--- src/sv/xml_tag_stream_parser_defines.svh ---
// Assertion macros shared by the XML tag stream parser RTL.
`ifndef XML_TAG_STREAM_PARSER_DEFINES_SVH
`define XML_TAG_STREAM_PARSER_DEFINES_SVH
`ifndef SYNTHESIS
`define XTSP_ASSERT(lbl, clk, rst_n, prop) \
    lbl: assert property (@(posedge clk) disable iff (!rst_n) prop) \
        else $error("xtsp assertion failed");
`define XTSP_NEVER(lbl, clk, rst_n, prop) \
    lbl: assert property (@(posedge clk) disable iff (!rst_n) !(prop)) \
        else $error("xtsp forbidden condition seen");
`else
`define XTSP_ASSERT(lbl, clk, rst_n, prop)
`define XTSP_NEVER(lbl, clk, rst_n, prop)
`endif
`endif

--- src/sv/xtsp_pkg.sv ---
// Package with types and constants of the XML tag stream parser.
`timescale 1ns / 1ps
package xtsp_pkg;
    localparam int unsigned DEF_MAX_DEPTH = 10;
    localparam int unsigned DEF_NAME_MAX  = 64;
    localparam int unsigned DEF_VALUE_MAX = 510;

    localparam logic [7:0] CH_NUL   = 8'h00;
    localparam logic [7:0] CH_SPACE = 8'h20;
    localparam logic [7:0] CH_BANG  = 8'h21;
    localparam logic [7:0] CH_DASH  = 8'h2D;
    localparam logic [7:0] CH_SLASH = 8'h2F;
    localparam logic [7:0] CH_LT    = 8'h3C;
    localparam logic [7:0] CH_GT    = 8'h3E;
    localparam logic [7:0] CH_QUEST = 8'h3F;

    typedef enum logic [2:0] {
        K_NAME    = 3'd0,
        K_VALUE   = 3'd1,
        K_VEND    = 3'd2,
        K_DISCARD = 3'd3,
        K_OPEN    = 3'd4,
        K_DOC_OK  = 3'd5,
        K_ERROR   = 3'd6
    } t_kind;

    typedef enum logic [2:0] {
        E_NONE      = 3'd0,
        E_NAME_LONG = 3'd1,
        E_VALUE_LONG = 3'd2,
        E_TOO_DEEP  = 3'd3,
        E_MISMATCH  = 3'd4,
        E_UNCLOSED  = 3'd5
    } t_err;

    typedef enum logic [8:0] {
        M_OUTSIDE    = 9'b000000001,
        M_AFTER_LT   = 9'b000000010,
        M_TAG_HEAD   = 9'b000000100,
        M_COMMENT    = 9'b000001000,
        M_INSTR      = 9'b000010000,
        M_CONTENT    = 9'b000100000,
        M_CONTENT_LT = 9'b001000000,
        M_CLOSE      = 9'b010000000,
        M_ERROR      = 9'b100000000
    } t_mode;

    typedef struct packed {
        t_kind      kind;
        logic [7:0] out_byte;
        logic [3:0] depth;
        t_err       error_code;
    } t_result;
endpackage

--- src/sv/xtsp_ctrl.sv ---
// Parse control: mode tracking, name store access and result generation.
`timescale 1ns / 1ps
`include "xml_tag_stream_parser_defines.svh"
module xtsp_ctrl import xtsp_pkg::*; #(
    parameter int unsigned MAX_DEPTH = DEF_MAX_DEPTH,
    parameter int unsigned NAME_MAX  = DEF_NAME_MAX,
    parameter int unsigned VALUE_MAX = DEF_VALUE_MAX,
    parameter int unsigned SLOTS     = MAX_DEPTH + 1,
    parameter int unsigned AW        = $clog2(SLOTS * NAME_MAX)
) (
    input  logic          i_clk,
    input  logic          i_rst_n,
    input  logic          i_accept,
    input  logic [7:0]    i_data_byte,
    input  logic          i_last_byte,
    output logic          o_res_valid,
    output t_result       o_res,
    output logic          o_wr_en,
    output logic [AW-1:0] o_wr_addr,
    output logic [7:0]    o_wr_data,
    output logic          o_rd_en,
    output logic [AW-1:0] o_rd_addr,
    input  logic [7:0]    i_rd_data
);
    localparam int unsigned DW = $clog2(SLOTS + 1);
    localparam int unsigned SW = (SLOTS > 1) ? $clog2(SLOTS) : 1;
    localparam int unsigned IW = $clog2(NAME_MAX);
    localparam int unsigned VW = $clog2(VALUE_MAX + 1);

    t_mode          r_mode, n_mode, p_mode;
    logic [DW-1:0]  r_depth, n_depth, p_depth, base_depth;
    logic [IW-1:0]  r_idx, n_idx, p_idx;
    logic [VW-1:0]  r_vc, n_vc, p_vc;
    logic           r_mism, n_mism, p_mism, eff_mism;
    logic [1:0]     r_tm, n_tm, p_tm;
    logic [IW-1:0]  r_len [SLOTS];
    logic           r_pb_valid, n_pb_valid;
    logic           r_pb_oob;
    logic [7:0]     r_pb_byte;

    logic [7:0]     b;
    logic           was_err, do_proc, rd_req, wr_req, len_we;
    logic [SW-1:0]  slot, cslot;
    logic [AW-1:0]  slot_base, close_addr, wr_addr;
    logic           close_oob;
    logic           res_v;
    t_kind          res_kind;
    logic [7:0]     res_byte;
    t_err           res_err;
    logic [DW+3:0]  depth_ext;

    assign b       = i_data_byte;
    assign was_err = (r_mode == M_ERROR);
    assign do_proc = (b != CH_NUL) && !was_err;
    assign slot    = (r_depth < DW'(SLOTS)) ? r_depth[SW-1:0] : SW'(SLOTS - 1);
    assign cslot   = SW'(r_depth - DW'(1));
    assign slot_base  = AW'(slot) * AW'(NAME_MAX);
    assign close_addr = AW'(cslot) * AW'(NAME_MAX) + AW'(r_idx);
    assign close_oob  = (r_idx >= r_len[cslot]);

    // The compare for the previous close-tag byte resolves this cycle.
    assign eff_mism = r_mism || (r_pb_valid && (r_pb_oob || (i_rd_data != r_pb_byte)));

    always_comb begin
        p_mode   = r_mode;
        p_depth  = r_depth;
        p_idx    = r_idx;
        p_vc     = r_vc;
        p_mism   = eff_mism;
        p_tm     = r_tm;
        res_v    = 1'b0;
        res_kind = K_NAME;
        res_byte = 8'h00;
        res_err  = E_NONE;
        wr_req   = 1'b0;
        wr_addr  = slot_base + AW'(r_idx);
        rd_req   = 1'b0;
        len_we   = 1'b0;
        unique case (r_mode)
            M_OUTSIDE: begin
                if (b == CH_LT) begin
                    p_mode = M_AFTER_LT;
                end
            end
            M_AFTER_LT, M_CONTENT_LT: begin
                if (r_mode == M_CONTENT_LT && b == CH_SLASH) begin
                    p_mode   = M_CLOSE;
                    p_idx    = '0;
                    p_mism   = 1'b0;
                    res_v    = 1'b1;
                    res_kind = K_VEND;
                end else if (b == CH_BANG || b == CH_QUEST) begin
                    p_mode = (b == CH_BANG) ? M_COMMENT : M_INSTR;
                    p_idx  = '0;
                    p_tm   = 2'd0;
                end else if (r_mode == M_CONTENT_LT && r_depth >= DW'(SLOTS)) begin
                    p_mode   = M_ERROR;
                    res_v    = 1'b1;
                    res_kind = K_ERROR;
                    res_err  = E_TOO_DEEP;
                end else begin
                    wr_req   = 1'b1;
                    wr_addr  = slot_base;
                    p_idx    = IW'(1);
                    p_mode   = M_TAG_HEAD;
                    res_v    = 1'b1;
                    res_kind = (r_mode == M_AFTER_LT) ? K_NAME : K_DISCARD;
                    res_byte = b;
                end
            end
            M_TAG_HEAD: begin
                if (b == CH_GT) begin
                    len_we   = 1'b1;
                    p_depth  = DW'(slot) + DW'(1);
                    p_vc     = '0;
                    p_mode   = M_CONTENT;
                    res_v    = 1'b1;
                    res_kind = K_OPEN;
                end else if (r_idx >= IW'(NAME_MAX - 2)) begin
                    p_mode   = M_ERROR;
                    res_v    = 1'b1;
                    res_kind = K_ERROR;
                    res_err  = E_NAME_LONG;
                end else begin
                    wr_req   = 1'b1;
                    p_idx    = r_idx + IW'(1);
                    res_v    = 1'b1;
                    res_byte = b;
                end
            end
            M_COMMENT: begin
                if (b == CH_GT && r_tm == 2'd2 && r_idx >= IW'(3)) begin
                    p_mode = (r_depth != '0) ? M_CONTENT : M_OUTSIDE;
                end else begin
                    p_tm = (b == CH_DASH) ? ((r_tm < 2'd2) ? r_tm + 2'd1 : 2'd2) : 2'd0;
                    if (r_idx < IW'(3)) begin
                        p_idx = r_idx + IW'(1);
                    end
                end
            end
            M_INSTR: begin
                if (b == CH_GT && r_tm == 2'd1) begin
                    p_mode = (r_depth != '0) ? M_CONTENT : M_OUTSIDE;
                end else begin
                    p_tm = (b == CH_QUEST) ? 2'd1 : 2'd0;
                end
            end
            M_CONTENT: begin
                if (b == CH_SPACE) begin
                    p_mode = M_CONTENT;
                end else if (b == CH_LT) begin
                    p_mode = M_CONTENT_LT;
                end else if (r_vc >= VW'(VALUE_MAX)) begin
                    p_mode   = M_ERROR;
                    res_v    = 1'b1;
                    res_kind = K_ERROR;
                    res_err  = E_VALUE_LONG;
                end else begin
                    p_vc     = r_vc + VW'(1);
                    res_v    = 1'b1;
                    res_kind = K_VALUE;
                    res_byte = b;
                end
            end
            M_CLOSE: begin
                if (r_depth == '0) begin
                    p_mode   = M_ERROR;
                    res_v    = 1'b1;
                    res_kind = K_ERROR;
                    res_err  = E_MISMATCH;
                end else if (b == CH_GT) begin
                    if (eff_mism || r_idx != r_len[cslot]) begin
                        p_mode   = M_ERROR;
                        res_v    = 1'b1;
                        res_kind = K_ERROR;
                        res_err  = E_MISMATCH;
                    end else begin
                        p_depth = DW'(cslot);
                        p_vc    = '0;
                        p_mode  = (cslot != '0) ? M_CONTENT : M_OUTSIDE;
                    end
                end else begin
                    rd_req = 1'b1;
                    if (r_idx < IW'(NAME_MAX - 1)) begin
                        p_idx = r_idx + IW'(1);
                    end
                end
            end
            default: begin
                p_mode = M_ERROR;
            end
        endcase
    end

    // Document end and clearing wrap around the per-byte update.
    always_comb begin
        n_mode      = do_proc ? p_mode : r_mode;
        n_depth     = do_proc ? p_depth : r_depth;
        n_idx       = do_proc ? p_idx : r_idx;
        n_vc        = do_proc ? p_vc : r_vc;
        n_mism      = do_proc ? p_mism : eff_mism;
        n_tm        = do_proc ? p_tm : r_tm;
        base_depth  = n_depth;
        o_res_valid = i_accept && do_proc && res_v;
        o_res.kind  = res_kind;
        o_res.out_byte   = res_byte;
        o_res.error_code = res_err;
        n_pb_valid  = do_proc && rd_req;
        if ((b == CH_NUL && !was_err) || (do_proc && i_last_byte && p_mode != M_ERROR)) begin
            o_res_valid      = i_accept;
            o_res.kind       = (base_depth != '0) ? K_ERROR : K_DOC_OK;
            o_res.out_byte   = 8'h00;
            o_res.error_code = (base_depth != '0) ? E_UNCLOSED : E_NONE;
            n_mode = M_OUTSIDE;
        end else if (b == CH_NUL || i_last_byte) begin
            n_mode = M_OUTSIDE;
        end
        if (n_mode == M_OUTSIDE && (b == CH_NUL || i_last_byte)) begin
            n_depth    = '0;
            n_idx      = '0;
            n_vc       = '0;
            n_mism     = 1'b0;
            n_tm       = 2'd0;
            n_pb_valid = 1'b0;
        end
        if (was_err && b != CH_NUL && !i_last_byte) begin
            n_mode = M_ERROR;
        end
        depth_ext   = {4'b0000, base_depth};
        o_res.depth = depth_ext[3:0];
    end

    assign o_wr_en   = i_accept && do_proc && wr_req;
    assign o_wr_addr = wr_addr;
    assign o_wr_data = b;
    assign o_rd_en   = i_accept && do_proc && rd_req;
    assign o_rd_addr = close_addr;

    always_ff @(posedge i_clk) begin
        if (!i_rst_n) begin
            r_mode     <= M_OUTSIDE;
            r_depth    <= '0;
            r_idx      <= '0;
            r_vc       <= '0;
            r_mism     <= 1'b0;
            r_tm       <= 2'd0;
            r_pb_valid <= 1'b0;
        end else if (i_accept) begin
            r_mode     <= n_mode;
            r_depth    <= n_depth;
            r_idx      <= n_idx;
            r_vc       <= n_vc;
            r_mism     <= n_mism;
            r_tm       <= n_tm;
            r_pb_valid <= n_pb_valid;
        end else begin
            r_mism     <= eff_mism;
            r_pb_valid <= 1'b0;
        end
    end

    always_ff @(posedge i_clk) begin
        if (i_accept) begin
            r_pb_oob  <= close_oob;
            r_pb_byte <= b;
        end
        if (i_accept && do_proc && len_we) begin
            r_len[slot] <= r_idx;
        end
    end

    `XTSP_ASSERT(a_depth_bound, i_clk, i_rst_n, r_depth <= DW'(SLOTS))
    `XTSP_ASSERT(a_pend_in_close, i_clk, i_rst_n, r_pb_valid |-> r_mode == M_CLOSE)
    `XTSP_ASSERT(a_err_silent, i_clk, i_rst_n, (i_accept && was_err && b != CH_NUL) |-> !o_res_valid)
endmodule

--- config.mk ---
export PLATFORM = sky130hd
export DESIGN_NAME = xtsp_ctrl
export DESIGN_NICKNAME = d
export VERILOG_FILES = /design/src/sv/xtsp_pkg.sv /design/src/sv/xtsp_ctrl.sv
export VERILOG_INCLUDE_DIRS = /design/src /design/src/sv
export SDC_FILE = /design/constraint.sdc
export NUM_CORES = 1
export LEC_CHECK = 0
export BUFFER_PORTS_ARGS = -buffer_cell sky130_fd_sc_hd__buf_2
export CAP_MARGIN = 10
export CORE_MARGIN = 2
export CORE_UTILIZATION = 48
export DETAILED_ROUTE_END_ITERATION = 7
export PLACE_DENSITY_LB_ADDON = 0.12
export RECOVER_POWER = 100
export SYNTH_ARGS = -nofsm -noshare
export SYNTH_HDL_FRONTEND = slang
export SYNTH_SLANG_ARGS = --single-unit
--- constraint.sdc ---
create_clock -name i_clk -period 6.1 [get_ports i_clk]
set_clock_uncertainty 0.05 [all_clocks]
set_input_delay 0.61 -clock i_clk [delete_from_list [all_inputs] [get_ports i_clk]]
set_output_delay 0.61 -clock i_clk [all_outputs]
set_load 0.02 [all_outputs]
==> impl_metrics.env <==
export IMPL_min_path_type="flop to flop"
export IMPL_route_top_layer_used="met4"
export IMPL_track_usage_pct=25.2
export IMPL_finalSetupViolations=0
export IMPL_period_share_pct=93.9
export IMPL_drive_gt1_share_pct=8.47
export IMPL_final_util_pct=54.6
export IMPL_ir_drop_v=0.000133
export IMPL_layout_nets=681
export IMPL_synth_edf_count=75
export IMPL_rr_endpoint="r_vc[6]"
export IMPL_status="finished, final reports clean"
export IMPL_cp_max_fo=23
export IMPL_yosysTopAreaCell="edfxtp_1"
export IMPL_die_w_um=116
export IMPL_fmax_mhz=175
export IMPL_finalHoldViolations=0
export IMPL_drt_first_pass_iters=5
export IMPL_synthArstFlopShare_pct=0
export IMPL_whs_ns=0.423
export IMPL_start_kind="flop"
export IMPL_reg2reg_depth=14
export IMPL_diodes=0
export IMPL_ios=69
export IMPL_die_area_um2=13400
export IMPL_synth_most_common_cell="edfxtp_1"
export IMPL_seq_area_frac_synth_pct=48.2
export IMPL_yosysWarningCount=0
export IMPL_leakagePower_nw=2.24
export IMPL_grt_max_degree=27
export IMPL_power_density_nw_per_um2=211
export IMPL_num_rows=40
export IMPL_netlist_area_um2=6000
export IMPL_clock_sinks=107
export IMPL_rsz0062_at_grt="false"
export IMPL_grt_pass1_wl_um=25600
export IMPL_ys_flop_type="edfxtp_1"
export IMPL_cp_arrival_ns=5.07
export IMPL_clkTransAtPathRegs_ns=0.07
export IMPL_fp_dieH_um=116
export IMPL_synth_cells=592
export IMPL_grt_pass1_vias=4714
export IMPL_syn_area_per_cell_um2=10.1
export IMPL_synth_commonest_cells="edfxtp_1, nor2_1, nand2_1"
export IMPL_setup_slack_ns=0.373
export IMPL_cap_violations=0
export IMPL_synth_seq_cells=107
export IMPL_cts_setup_buffers=0
export IMPL_end_kind="output port"
export IMPL_core_um2=12100
export IMPL_critical_path_class="flop to output port"
export IMPL_cts_buffer_depth=2
export IMPL_ctsResizeCount=0
export IMPL_worst_r2r_startpoint="r_depth[1]"
export IMPL_drc_errors=0
export IMPL_synth_fp_nets=629
export IMPL_wl_met1_um=7120
export IMPL_antenna_found_initial=0
export IMPL_cp_required_ns=5.44
export IMPL_drv_slew=0
export IMPL_cts_tree="yes"
export IMPL_tightest_slew_ns=1.28
export IMPL_slew_headroom_pct=14.7
export IMPL_start_util_pct=49.5
export IMPL_synthDistinctLibCells=64
export IMPL_grt_overflow=0
export IMPL_htree_levels=3
export IMPL_ctsHoldBuffers=0
export IMPL_synth_area_leaders="edfxtp_1, dfxtp_1, mux4_2, ha_1, nor2_1"
export IMPL_met2_length_um=7630
export IMPL_vias=5038
export IMPL_avgViaCountPerCell=6.17
export IMPL_pre_cts_ws_ns=0.793
export IMPL_drt_wl_total_um=16300
export IMPL_layout_min_cycle_time_ns=5.73
export IMPL_numCtsBuffers=9
export IMPL_synth_top_cell_area_share_pct=37.6
export IMPL_area_growth_pct=10.2
export IMPL_fin_tns_setup_ns=0
export IMPL_clk_latency_ns=0.36
export IMPL_power_w=0.00140
export IMPL_r2r_slack_ns=1.46
export IMPL_port_buffers=68
export IMPL_critPathCapture="o_res[15]"
export IMPL_wl_met3_um=1220
export IMPL_startpoint="r_depth[1]"
export IMPL_gp_congestion=0.955
export IMPL_drt_wirelength_per_cell_um=20.0
export IMPL_drt_iter0_drc=513
export IMPL_ant_nets=0
export IMPL_hpwl_um=11800
export IMPL_root_buffer="clkbuf_16"
==> kinds of logic (layout without fill, tap and decap cells) <==
| kind of cell | Yosys count | after routing | synth area share, % |
|---|---|---|---|
| buffers and inverters | 53 | 110 | 4.01 |
| muxes | 30 | 30 | 7.53 |
| adders and majority gates | 17 | 17 | 3.55 |
| DFF | 107 | 107 | 48.2 |
| xor gates and xnor gates | 12 | 12 | 1.75 |
| and+or+nand+nor | 249 | 249 | 21.8 |
| AOI/OAI and AO/OA | 124 | 124 | 13.1 |
==> where the power goes <==
| part | internal, W | switching [W] |
|---|---|---|
| Sequential | 0.000773 | 0.00000310 |
| Combinational | 0.0000208 | 0.0000465 |
| Clock | 0.000282 | 0.000271 |
| Total | 0.00108 | 0.000320 |
==> cell usage in the layout (no fill, tap or decap), types with 3 or more instances in the layout <==
cell type / synthesis / final
nand3_1: 27 / 27
dfxtp_1: 32 / 32
mux2i_1: 17 / 17
and2_1: 19 / 9
nor4_1: 9 / 9
and2_0: 0 / 10
clkbuf_16: 0 / 9
edfxtp_1: 75 / 75
o21bai_1: 4 / 4
a21oi_1: 40 / 40
clkbuf_1: 22 / 56
clkbuf_2: 0 / 3
nor3_1: 20 / 20
or4_1: 4 / 5
ha_1: 17 / 17
o211ai_1: 5 / 5
or3_1: 7 / 7
a211oi_1: 4 / 4
inv_1: 17 / 17
o21ai_0: 26 / 26
o31a_1: 3 / 3
xor2_1: 4 / 4
nor3b_1: 4 / 5
buf_4: 9 / 3
and4_1: 4 / 4
o22ai_1: 4 / 5
mux4_2: 12 / 12
a2111oi_0: 3 / 3
nor2b_1: 9 / 9
nand4_1: 13 / 13
and3_1: 9 / 9
nand2_1: 51 / 51
buf_2: 0 / 15
a31oi_1: 10 / 10
xnor2_1: 8 / 8
nor2_1: 54 / 54
o31ai_1: 2 / 3
nand2b_1: 5 / 5
o21a_1: 5 / 5
==> state kept, by name, indices dropped and copies added, names as in the netlist <==
register and count:
r_len 66, r_mode 9, r_vc 9, r_pb_byte 8, r_idx 6, r_depth 4
r_tm 2, r_mism 1, r_pb_oob 1, r_pb_valid 1
==> area by class of cell <==
class | count | area [um^2]
Clock buffer | 10 | 229
Clock inverter | 6 | 48.8
Fill cell | 1139 | 5500
Inverter | 18 | 67.6
Multi-Input combinational cell | 432 | 2840
Sequential cell | 107 | 2890
Tap cell | 168 | 210
Timing Repair Buffer | 76 | 319
==> critical path, cell delays in order, from the launching register on <==
cell,delay [ns]
dfxtp_1,0.46
inv_1,0.12
ha_1,0.86
mux4_2,0.35
mux2i_1,0.07
nand2_1,0.06
o21ai_0,0.12
ha_1,0.35
and4_1,0.17
nand3_1,0.19
or4_1,0.50
nor2_4,0.15
mux2i_1,0.18
o21ai_0,0.19
nor4_2,0.51
mux2_2,0.25
clkbuf_2,0.16
==> per-stage QoR <==
step | cell area (um^2) | cells
floorplan | 6000 | 592
global placement | 6430 | 801
detailed placement | 6430 | 801
CTS | 6710 | 817
global route | 6610 | 817
finish | 6610 | 817
==> layer usage <==
| layer | track usage, % | vias to the layer above |
|---|---|---|
| met5 | 0 | - |
| met4 | 9.44 | 0 |
| met3 | 4.29 | 43 |
| met2 | 40.5 | 249 |
| met1 | 34.3 | 2421 |
| li1 | - | 2325 |
==> worst min path at each step <==
stage                        from       to  slack (ns)  depth (start not counted)
after CTS                 r_vc[7]  r_vc[7]        0.43                          1
after floorplan           r_vc[8]  r_vc[8]        0.38                          1
after detailed placement  r_vc[7]  r_vc[7]        0.41                          1
after global placement    r_vc[7]  r_vc[7]        0.40                          1
final                     r_vc[7]  r_vc[7]        0.42                          1
after global routing      r_vc[7]  r_vc[7]        0.45                          1
Note: power is estimated with default switching activity, not from simulation.
