<file path="config.mk">
export PLATFORM = sky130hd
export DESIGN_NAME = xtsp_outq
export DESIGN_NICKNAME = d
export VERILOG_FILES = /design/src/sv/xtsp_pkg.sv /design/src/sv/xtsp_outq.sv
export VERILOG_INCLUDE_DIRS = /design/src /design/src/sv
export SDC_FILE = /design/constraint.sdc
export NUM_CORES = 1
export LEC_CHECK = 0
export CAP_MARGIN = 10
export CELL_PAD_IN_SITES_DETAIL_PLACEMENT = 0
export CELL_PAD_IN_SITES_GLOBAL_PLACEMENT = 1
export CORE_AREA = 3 3 61 63
export CTS_BUF_LIST = sky130_fd_sc_hd__clkbuf_16
export CTS_CLUSTER_SIZE = 16
export DETAILED_ROUTE_END_ITERATION = 8
export DIE_AREA = 0 0 64 66
export DONT_BUFFER_PORTS = 1
export PLACE_DENSITY = 0.78
export RECOVER_POWER = 100
export SYNTH_ARGS = -nofsm -noshare
export SYNTH_HDL_FRONTEND = slang
export SYNTH_SLANG_ARGS = --single-unit
</file>
<file path="constraint.sdc">
create_clock -name i_clk -period 2 [get_ports i_clk]
set_input_delay 0.2 -clock i_clk [delete_from_list [all_inputs] [get_ports i_clk]]
set_output_delay 0.2 -clock i_clk [all_outputs]
set_load 0.02 [all_outputs]
</file>
<file path="src/sv/xml_tag_stream_parser_defines.svh">
// Assertion macros shared by the XML tag stream parser RTL.
`ifndef XML_TAG_STREAM_PARSER_DEFINES_SVH
`define XML_TAG_STREAM_PARSER_DEFINES_SVH
`ifndef SYNTHESIS
`define XTSP_ASSERT(lbl, clk, rst_n, prop) \
    lbl: assert property (@(posedge clk) disable iff (!rst_n) prop) \
        else $error("xtsp assertion failed");
`define XTSP_NEVER(lbl, clk, rst_n, prop) \
    lbl: assert property (@(posedge clk) disable iff (!rst_n) !(prop)) \
        else $error("xtsp forbidden condition seen");
`else
`define XTSP_ASSERT(lbl, clk, rst_n, prop)
`define XTSP_NEVER(lbl, clk, rst_n, prop)
`endif
`endif

</file>
<file path="src/sv/xtsp_pkg.sv">
// Package with types and constants of the XML tag stream parser.
`timescale 1ns / 1ps
package xtsp_pkg;
    localparam int unsigned DEF_MAX_DEPTH = 10;
    localparam int unsigned DEF_NAME_MAX  = 64;
    localparam int unsigned DEF_VALUE_MAX = 510;

    localparam logic [7:0] CH_NUL   = 8'h00;
    localparam logic [7:0] CH_SPACE = 8'h20;
    localparam logic [7:0] CH_BANG  = 8'h21;
    localparam logic [7:0] CH_DASH  = 8'h2D;
    localparam logic [7:0] CH_SLASH = 8'h2F;
    localparam logic [7:0] CH_LT    = 8'h3C;
    localparam logic [7:0] CH_GT    = 8'h3E;
    localparam logic [7:0] CH_QUEST = 8'h3F;

    typedef enum logic [2:0] {
        K_NAME    = 3'd0,
        K_VALUE   = 3'd1,
        K_VEND    = 3'd2,
        K_DISCARD = 3'd3,
        K_OPEN    = 3'd4,
        K_DOC_OK  = 3'd5,
        K_ERROR   = 3'd6
    } t_kind;

    typedef enum logic [2:0] {
        E_NONE      = 3'd0,
        E_NAME_LONG = 3'd1,
        E_VALUE_LONG = 3'd2,
        E_TOO_DEEP  = 3'd3,
        E_MISMATCH  = 3'd4,
        E_UNCLOSED  = 3'd5
    } t_err;

    typedef enum logic [8:0] {
        M_OUTSIDE    = 9'b000000001,
        M_AFTER_LT   = 9'b000000010,
        M_TAG_HEAD   = 9'b000000100,
        M_COMMENT    = 9'b000001000,
        M_INSTR      = 9'b000010000,
        M_CONTENT    = 9'b000100000,
        M_CONTENT_LT = 9'b001000000,
        M_CLOSE      = 9'b010000000,
        M_ERROR      = 9'b100000000
    } t_mode;

    typedef struct packed {
        t_kind      kind;
        logic [7:0] out_byte;
        logic [3:0] depth;
        t_err       error_code;
    } t_result;
endpackage

</file>
<file path="src/sv/xtsp_outq.sv">
// Two-entry result queue between the parser and the output channel.
`timescale 1ns / 1ps
`include "xml_tag_stream_parser_defines.svh"
module xtsp_outq import xtsp_pkg::*; (
    input  logic    i_clk,
    input  logic    i_rst_n,
    input  logic    i_push,
    input  t_result i_data,
    output logic    o_not_full,
    output logic    o_valid,
    output t_result o_data,
    input  logic    i_ready
);
    t_result    r_ent [2];
    logic       r_wp;
    logic       r_rp;
    logic [1:0] r_cnt;
    logic       pop;

    assign o_valid    = (r_cnt != 2'd0);
    assign o_not_full = (r_cnt != 2'd2);
    assign o_data     = r_ent[r_rp];
    assign pop        = o_valid && i_ready;

    always_ff @(posedge i_clk) begin
        if (!i_rst_n) begin
            r_wp  <= 1'b0;
            r_rp  <= 1'b0;
            r_cnt <= 2'd0;
        end else begin
            if (i_push) begin
                r_wp <= ~r_wp;
            end
            if (pop) begin
                r_rp <= ~r_rp;
            end
            r_cnt <= r_cnt + {1'b0, i_push} - {1'b0, pop};
        end
    end

    always_ff @(posedge i_clk) begin
        if (i_push) begin
            r_ent[r_wp] <= i_data;
        end
    end

    `XTSP_NEVER(a_no_overflow, i_clk, i_rst_n, i_push && r_cnt == 2'd2 && !pop)
    `XTSP_NEVER(a_no_underflow, i_clk, i_rst_n, pop && r_cnt == 2'd0)
    `XTSP_ASSERT(a_cnt_bound, i_clk, i_rst_n, r_cnt <= 2'd2)
endmodule

</file>
==> impl_metrics.yaml, run 1 <==
synthesis:
  yosys-top-cells-area: "edfxtp_1 68%, mux2_4 9.5%, dfxtp_1 6.3%"
  synthDistinctLibCells: 16
  syn_inst: 79
  netlist_area_um2: 1590
  yosysTopAreaCell: "edfxtp_1"
  netlist.area_leader.share: 0.681
  avgSynthCellArea_um2: 20.1
  syn_nets: 103
  ys_warn_count: 0
  ys_ff_latch: 41
  yosysSeqAreaShare: 0.744
cts:
  cts_root_buf: "clkbuf_16"
  cts.sinks: 41
  cts_buffer_depth: 2
  cts_made_buffers: 5
  cts_tree: "done"
  clock_latency_ns: 0.28
  post_cts_buffers: 0
  h-tree-depth: 2
  post_cts_resize_count: 0
  path_clk_slew_ns: 0.05
routing:
  antenna_left: 0
  drt-initial-drc-count: 18
  dr.pass1.iters: 4
  drc: 0
  vias_per_cell: 4.91
  drt-total-wl_mm: 2.27
  vias: 677
  wl_per_cell_um: 16.5
sta:
  report.final.slew_viol_count: 0
  tns_ns: 0
  worstMarginPinSlew_ns: 0.710
  skew_ns: 0.00391
  rsz0062_at_grt: "no"
  finalHoldViolations: 0
  fin_crit_sh: 0.814
  slew-limit-headroom: 0.526
  setup_viol: 0
  period_needed_ns: 1.63
  max_freq_mhz: 614
power_and_ir_drop:
  vdd_drop_max_mv: 0.923
  total_power_uw: 2240
  p_leak_uw: 0.000626
  powerDensity_nw_per_um2: 1250
die:
  fp.coreArea_um2: 3280
  start_util: 0.483
  row_count: 21
  die_h_um: 66
  io-pin-count: 42
  dieArea_um2: 4220
  die_x_um: 64
final_layout:
  area_growth_pct: 12.7
  drive_gt1_frac: 0.141
  diodes: 0
  fin_util: 0.545
  final_net_count: 115
  instances_no_fill: 138
grt:
  grt-ovfl-total: 0
  grt_pass1_vias: 665
  antenna_found_initial: 0
  gr-usage-all-layers: 0.116
  grt_pass1_wl_mm: 3.37
  grt_start_max_net_pins: 19
worst_hold_path:
  hold_depth: 0
  min_path_type: "primary input to register"
  hold_start: "i_data[0]"
worst_setup_path:
  cpLargestDelayFamily: "simple AND/OR/NAND/NOR gates"
  path_buf_inv: 1
  cp.depth: 2
  r2r_start: "r_wp$_SDFFE_PN0P_"
  cp_slowest_cell: "nor2b_1"
  worst_path_largest_cell_delay_ns: 0.56
  reg2regPathDepth: 2
  crit_arrival_ns: 1.58
  crit_chain: "nor2b_1, clkbuf_2"
  critical_path_class: "register to register"
  crit_path_end_kind: "register"
  startpoint_type: "register"
  critical_path_required_ns: 1.95
  crit_fanout: 12
  crit_start: "r_wp$_SDFFE_PN0P_"
job:
  drv_cap: 0
placed_design:
  port_buffers: 0
  place.gp.congestion: 0.636
  dp_hpwl_mm: 1.59
  dp_cells: 126
status:
  status: "finished clean"
-- flip-flops by register name, indices dropped and copies added (netlist names), named ones only --
signal,count
r_ent,36
r_cnt,2
r_rp,1
r_wp,1
-- synth_stat cells --
cell type  instances
nand2_1            2
nor2b_1            2
buf_6              2
o21a_1             2
dfxtp_1            5
edfxtp_1          36
xnor3_1            1
ha_1               2
and2_1             2
or2_2              1
mux2_2             8
inv_1              2
mux2_4            10
mux2i_1            2
nor2b_2            1
nand2b_1           1
-- stage by stage --
| stage | area (µm²) | hold WS, ns | worst slack, ns |
|---|---|---|---|
| after floorplan | 1590 | 0.299 | 0.439 |
| after global placement | 1650 | 0.299 | 0.642 |
| after detailed placement | 1650 | 0.299 | 0.577 |
| after CTS | 1790 | 0.00646 | 0.464 |
| after global routing | 1790 | 0.00110 | 0.227 |
| final | 1790 | 0.0152 | 0.372 |
-- cell type report --
class,instances,area (µm²)
clock buffer,5,125
clock inverter,3,17.5
fill,286,1500
inverter,2,7.51
multi-input combinational,34,343
sequential,41,1180
tap,46,57.6
timing repair buffer,7,57.6
-- path summary, 6_finish.rpt --
path | end | slack, ns
worst max-delay path | r_ent[0][17]$_DFFE_PP_ | 0.37
worst min register to register | r_rp$_SDFFE_PN0P_ | 0.48
worst max register to register | r_ent[0][17]$_DFFE_PP_ | 0.37
worst min-delay path | r_ent[1][0]$_DFFE_PP_ | 0.02
-- power breakdown --
group	internal [µW]	total [µW]	switching (µW)
clock network	456	743	287
logic	180	462	282
registers	1010	1040	29.5
total	1650	2240	598
-- cell usage in the layout, fill, tap and decap left out --
master | Yosys | final
dfxtp_1 | 5 | 5
nand2_1 | 2 | 2
clkinv_1 | 0 | 1
mux2_1 | 0 | 17
dlygate4sd3_1 | 0 | 4
o21a_1 | 2 | 2
buf_4 | 0 | 1
clkbuf_16 | 0 | 5
or2_2 | 1 | 1
clkinv_2 | 0 | 1
clkinv_4 | 0 | 1
inv_1 | 2 | 2
edfxtp_1 | 36 | 36
nand2b_1 | 1 | 1
xnor3_1 | 1 | 1
and2_0 | 0 | 2
nor2b_2 | 1 | 1
clkbuf_2 | 0 | 2
ha_1 | 2 | 2
nor2b_1 | 2 | 2
mux2_4 | 10 | 1
mux2i_1 | 2 | 2
-- logic make-up after synthesis --
family,share of synthesized area
AOI/OAI and AO/OA,0.00945
and+or+nand+nor,0.0339
buffers and inverters,0.0189
xor gates and xnor gates,0.0142
muxes,0.164
DFF,0.744
adders and majority gates,0.0158
-- worst reg2reg max path: stages (launching register included) --
cell and delay (ns):
dfxtp_1 0.32, nor2b_1 0.56, clkbuf_2 0.42
-- layer usage --
metal  GRT usage  wire, µm  part of all wire  vias to the layer above
li1            -         -                 -                      323
met1       0.112       825              0.36                      320
met2       0.187      1170              0.51                       28
met3      0.0765       224             0.099                        6
met4      0.0647        55             0.024                        0
met5           0         0                 0                        -
-- timing repair --
action / 4_1_cts / 5_1_grt
hold endpoints to repair: 0 / 6
endpoints found under the setup margin: 0 / 0
hold buffers: 0 / 4
No activity file was read; power rests on OpenSTA's default activity.
==> inputs of run 2 (changes only) <==
--- a/config.mk
+++ b/config.mk
@@ -6,6 +6,7 @@
 export SDC_FILE = /design/constraint.sdc
 export NUM_CORES = 1
 export LEC_CHECK = 0
+export ABC_AREA = 1
 export CAP_MARGIN = 10
 export CELL_PAD_IN_SITES_DETAIL_PLACEMENT = 0
 export CELL_PAD_IN_SITES_GLOBAL_PLACEMENT = 1
@@ -15,7 +16,7 @@
 export DETAILED_ROUTE_END_ITERATION = 8
 export DIE_AREA = 0 0 64 66
 export DONT_BUFFER_PORTS = 1
-export PLACE_DENSITY = 0.78
+export PLACE_DENSITY = 0.79
 export RECOVER_POWER = 100
 export SYNTH_ARGS = -nofsm -noshare
 export SYNTH_HDL_FRONTEND = slang
==> constraint.sdc (replaced) <==
create_clock -name i_clk -period 1.7 [get_ports i_clk]
set_input_delay 0.17 -clock i_clk [delete_from_list [all_inputs] [get_ports i_clk]]
set_output_delay 0.17 -clock i_clk [all_outputs]
set_load 0.02 [all_outputs]
==> run 2 against run 1 <==
Routed wire length grew 14%. Global-route usage is 1.8 points higher. First-iteration DRC count fell by 5.6%. Hold slack better by 0.0054 ns. Synthesized cell count is 16% higher. Cell count is 20% higher. Sequential power is 17% higher. Register-to-register slack worse by 0.16 ns. Sequential share of layout area shrank 4.8 points. Flip-flop and latch count is the same. Clock skew about the same. Critical endpoint is now r_cnt[1]$_SDFF_PN0_. Largest cell class unchanged. Highest routed layer unchanged.
==> impl_metrics.yaml, run 2 <==
synthesis:
  netlist_area_um2: 1590
  yosys-top-cells-area: "edfxtp_1 68%, mux2_4 9.4%, dfxtp_1 6.3%"
  ys.flop_type: "edfxtp_1"
  synthArstFlopShare: 0
  syn_inst: 92
  ys_ff_latch: 41
  syn_nets: 116
  netlist.area_leader.share: 0.680
  yosysSeqAreaShare: 0.743
  synth_most_common_cell: "edfxtp_1"
  avgSynthCellArea_um2: 17.3
  synthDistinctLibCells: 12
  synth_edf_count: 36
  yosysTopAreaCell: "edfxtp_1"
  ys_warn_count: 0
  synth_common_cells: "36 x edfxtp_1, 10 x mux2_4, 9 x nand2_1, 9 x nor2_1"
final_layout:
  largest_register: "r_ent"
  diodes: 0
  stdcell_area_um2: 1930
  drive_gt1_frac: 0.0917
  fin_util: 0.588
  largestRegisters: "r_ent: 36 flops, r_cnt: 2 flops"
  area_growth_pct: 21.4
  final_net_count: 143
  most-common-layout-cells: "36 x edfxtp_1, 19 x dlygate4sd3_1, 17 x mux2_1, 10 x inv_1, 9 x nand2_1"
  largest_register_ffs: 36
  fillers: 261
  mostFrequentLayoutCell: "edfxtp_1"
grt:
  gr-usage-all-layers: 0.134
  grt_start_max_net_pins: 19
  antenna_found_initial: 0
  grt_pass1_wl_mm: 4.15
  grt-ovfl-total: 0
  grt_pass1_vias: 891
die:
  die_h_um: 66
  row_count: 21
  dieArea_um2: 4220
  io-pin-count: 42
  start_util: 0.484
  die_x_um: 64
  fp.coreArea_um2: 3280
routing:
  vias_per_cell: 4.83
  drc: 0
  dr.pass1.iters: 4
  vias: 802
  wl_per_cell_um: 15.7
  antenna_left: 0
  drt-total-wl_mm: 2.60
  drt-initial-drc-count: 17
placed_design:
  dp_hpwl_mm: 1.61
  placed_cell_area_um2: 1640
  pre_cts_ws_ns: 0.225
  port_buffers: 0
  place.gp.congestion: 0.629
cts:
  h-tree-depth: 2
  clock_latency_ns: 0.27
  cts_made_buffers: 5
  cts_buffer_depth: 2
  cts_tree: "done"
  cts_root_buf: "clkbuf_16"
  path_clk_slew_ns: 0.05
  cts.sinks: 41
sta:
  rsz0062_at_grt: "no"
  setup_viol: 0
  setup_ws_ns: 0.215
  max_freq_mhz: 674
  period_needed_ns: 1.48
  report.final.slew_viol_count: 0
  slew-limit-headroom: 0.658
  finalHoldViolations: 0
  tns_ns: 0
  skew_ns: 0.00412
  fin_hold_ws_ns: 0.0206
  worstMarginPinSlew_ns: 0.512
  fin_crit_sh: 0.873
worst_setup_path:
  crit_arrival_ns: 1.65
  startpoint_type: "register"
  crit_fanout: 4
  critical_path_class: "register to register"
  crit_path_end_kind: "register"
  reg2regPathDepth: 10
  critical_path_required_ns: 1.86
job:
  drv_cap: 0
worst_hold_path:
  min_path_type: "primary input to register"
  hold_depth: 2
power_and_ir_drop:
  powerDensity_nw_per_um2: 1370
  p_leak_uw: 0.000726
  vdd_drop_max_mv: 0.794
status:
  status: "finished clean"
==> run 2: final timing paths <==
path	slack [ns]	start	end
worst max-delay path	0.22	r_cnt[1]$_SDFF_PN0_	r_cnt[1]$_SDFF_PN0_
worst min-delay path	0.02	i_rst_n	r_wp$_SDFFE_PN0P_
worst max register to register	0.22	r_cnt[1]$_SDFF_PN0_	r_cnt[1]$_SDFF_PN0_
worst min register to register	0.51	r_rp$_SDFFE_PN0P_	r_rp$_SDFFE_PN0P_
==> run 2: layout make-up <==
class / instances / area [µm²] / area share
inverter: 8 / 30.0 / 0.0156
clock buffer: 5 / 125 / 0.0648
tap: 46 / 57.6 / 0.0298
sequential: 41 / 1180 / 0.612
clock inverter: 3 / 12.5 / 0.00648
timing repair buffer: 22 / 208 / 0.108
multi-input combinational: 41 / 317 / 0.164
==> run 2: kinds of logic (layout without fill, tap and decap cells) <==
| family | Yosys count | count (layout) | share of synthesized area |
|---|---|---|---|
| adders and majority gates | 2 | 2 | 0.0157 |
| muxes | 18 | 18 | 0.151 |
| buffers and inverters | 10 | 38 | 0.0386 |
| AOI/OAI and AO/OA | 1 | 1 | 0.00314 |
| and+or+nand+nor | 20 | 20 | 0.0488 |
| DFF | 41 | 41 | 0.743 |
==> run 2: through the flow <==
stage | total power (µW) | cells
2_1_floorplan | 1780 | 92
3_3_place_gp | 1800 | 139
3_5_place_dp | 1840 | 139
4_1_cts | 2740 | 166
5_1_grt | 2780 | 166
6_report | 2650 | 166
==> run 2: critical path, stage by stage, from the launching register on <==
cell and delay, ns:
dfxtp_1 0.38, nor2_1 0.06, nor2_1 0.13, ha_1 0.26, inv_1 0.06, ha_1 0.17
inv_1 0.06, nand2_1 0.09, nand3_1 0.08, nand2_1 0.07, nor2_1 0.04
==> run 2: per-layer routing <==
| metal | wire, µm | vias up | track usage | share of wire |
|---|---|---|---|---|
| li1 | - | 385 | - | - |
| met1 | 986 | 385 | 0.136 | 0.38 |
| met2 | 1430 | 30 | 0.241 | 0.55 |
| met3 | 167 | 2 | 0.0408 | 0.064 |
| met4 | 18 | 0 | 0.0809 | 0.0069 |
| met5 | 0 | - | 0 | 0 |
==> run 2: what timing repair did <==
item / in CTS / in global routing
gates resized for setup: 0 / 0
hold buffers: 19 / 0
endpoints found under the hold margin: 37 / 0
buffers inserted: 0 / 0
==> run 2: power by group <==
| group | internal (µW) | switching (µW) | total [µW] |
|---|---|---|---|
| Sequential | 1190 | 33.5 | 1220 |
| Combinational | 187 | 381 | 568 |
| Clock | 529 | 329 | 858 |
==> inputs of run 3 (changes only) <==
--- a/config.mk
+++ b/config.mk
@@ -6,18 +6,18 @@
 export SDC_FILE = /design/constraint.sdc
 export NUM_CORES = 1
 export LEC_CHECK = 0
-export ABC_AREA = 1
 export CAP_MARGIN = 10
 export CELL_PAD_IN_SITES_DETAIL_PLACEMENT = 0
 export CELL_PAD_IN_SITES_GLOBAL_PLACEMENT = 1
 export CORE_AREA = 3 3 61 63
 export CTS_BUF_LIST = sky130_fd_sc_hd__clkbuf_16
-export CTS_CLUSTER_SIZE = 16
+export CTS_CLUSTER_SIZE = 14
 export DETAILED_ROUTE_END_ITERATION = 8
 export DIE_AREA = 0 0 64 66
 export DONT_BUFFER_PORTS = 1
-export PLACE_DENSITY = 0.79
+export PLACE_DENSITY = 0.78
 export RECOVER_POWER = 100
+export SKIP_CTS_REPAIR_TIMING = 1
 export SYNTH_ARGS = -nofsm -noshare
 export SYNTH_HDL_FRONTEND = slang
 export SYNTH_SLANG_ARGS = --single-unit
==> run 3 against run 2 <==
Sequential power barely moved. Critical path type is now register to output port. Largest cell class unchanged. Via count decreased by 8.0%. Design area grew 1.2%. Hold slack got worse by 0.0051 ns. Non-clock buffer count down 1. Critical path depth fell by 8. Utilization increased by 0.69 points.
==> impl_metrics.yaml, run 3 (synthesis gave the netlist of run 1 again) <==
status:
  status: "finished clean"
grt:
  antenna_found_initial: 0
  grt_start_max_net_pins: 19
  grt_pass1_vias: 701
  gr-usage-all-layers: 0.117
  grt-ovfl-total: 0
  grt_pass1_wl_mm: 3.52
worst_setup_path:
  cp_slowest_cell: "mux2_1"
  cpLargestDelayFamily: "multiplexers"
  crit_fanout: 18
  reg2regPathDepth: 6
  crit_path_end_kind: "output port"
  critical_path_class: "register to output port"
  cp.depth: 2
  startpoint_type: "register"
  worst_path_largest_cell_delay_ns: 0.47
  path_buf_inv: 1
  crit_arrival_ns: 1.34
  crit_chain: "clkbuf_4, mux2_1"
  critical_path_required_ns: 1.53
final_layout:
  area_growth_pct: 23.0
  fin_util: 0.595
  diodes: 0
  fillers: 269
  largest_register: "r_ent"
  largest_register_ffs: 36
  drive_gt1_frac: 0.123
  mostFrequentLayoutCell: "edfxtp_1"
  final_net_count: 129
  stdcell_area_um2: 1950
  largestRegisters: "r_ent: 36 flops, r_cnt: 2 flops"
  most-common-layout-cells: "36 x edfxtp_1, 18 x dlygate4sd3_1, 16 x mux2_1, 5 x dfxtp_1, 5 x clkbuf_16"
cts:
  h-tree-depth: 2
  cts_tree: "done"
  cts_made_buffers: 5
  cts_root_buf: "clkbuf_16"
  cts_buffer_depth: 2
  clock_latency_ns: 0.27
  cts.sinks: 41
  path_clk_slew_ns: 0.06
routing:
  vias: 738
  dr.pass1.iters: 3
  antenna_left: 0
  drt-initial-drc-count: 13
  drt-total-wl_mm: 2.36
  drc: 0
  vias_per_cell: 4.86
  wl_per_cell_um: 15.6
placed_design:
  placed_cell_area_um2: 1650
  dp_hpwl_mm: 1.56
  pre_cts_ws_ns: 0.262
  place.gp.congestion: 0.639
  port_buffers: 0
sta:
  period_needed_ns: 1.51
  setup_ws_ns: 0.190
  skew_ns: 0.00637
  rsz0062_at_grt: "no"
  finalHoldViolations: 0
  worstMarginPinSlew_ns: 0.496
  tns_ns: 0
  setup_viol: 0
  fin_crit_sh: 0.888
  slew-limit-headroom: 0.670
  report.final.slew_viol_count: 0
  max_freq_mhz: 662
power_and_ir_drop:
  vdd_drop_max_mv: 0.893
  p_leak_uw: 0.000700
  powerDensity_nw_per_um2: 1440
  total_power_uw: 2810
die:
  io-pin-count: 42
  die_h_um: 66
  die_x_um: 64
  row_count: 21
  fp.coreArea_um2: 3280
  start_util: 0.483
  dieArea_um2: 4220
job:
  drv_cap: 0
worst_hold_path:
  hold_depth: 1
  min_path_type: "primary input to register"
## run 3: cell count changes in the layout (fill, tap and decap cells not counted), moves of 2 or more
cell,previous run,this run
and2_1,0,2
inv_1,10,3
mux2i_1,0,2
nand2_1,9,2
nand3_1,2,0
nor2_1,8,0
nor2b_1,0,2
o21a_1,0,2
## run 3: path summary, 6_finish.rpt
kind,start,to,slack [ns]
min reg2reg,r_rp$_SDFFE_PN0P_,r_rp$_SDFFE_PN0P_,0.50
min,i_rst_n,r_wp$_SDFFE_PN0P_,0.02
max,register,o_data[4],0.19
max reg2reg,r_cnt[1]$_SDFF_PN0_,r_cnt[1]$_SDFF_PN0_,0.27
## run 3: per-layer routing
layer,wire (µm),track usage
met5,0,0
met4,19,0.0728
met3,110,0.0510
met2,1320,0.194
met1,919,0.122
## run 3: where the power goes
| group | leakage [µW] | switching (µW) | internal [µW] |
|---|---|---|---|
| Sequential | 0.000379 | 33.4 | 1190 |
| Clock | 0.0000826 | 318 | 680 |
| Combinational | 0.000238 | 347 | 241 |
## run 3: stage by stage
step,instances,hold WS (ns)
after floorplan,79,0.269
after global placement,126,0.269
after detailed placement,126,0.269
after CTS,134,-0.0140
after global routing,152,0.0146
final,152,0.0155
## run 3: worst reg2reg max path, cell delays in order, from the launching register on
cell,delay [ns]
dfxtp_1,0.33
o21a_1,0.22
ha_1,0.28
inv_1,0.06
ha_1,0.15
xnor3_1,0.22
nor2b_2,0.11
## run 3: final cells by class
| cell class | count | area (µm²) | area share |
|---|---|---|---|
| timing repair buffer | 21 | 198 | 0.101 |
| clock inverter | 3 | 37.5 | 0.0192 |
| clock buffer | 5 | 125 | 0.0641 |
| sequential | 41 | 1180 | 0.605 |
| inverter | 2 | 7.51 | 0.00384 |
| tap | 46 | 57.6 | 0.0295 |
| multi-input combinational | 34 | 347 | 0.177 |
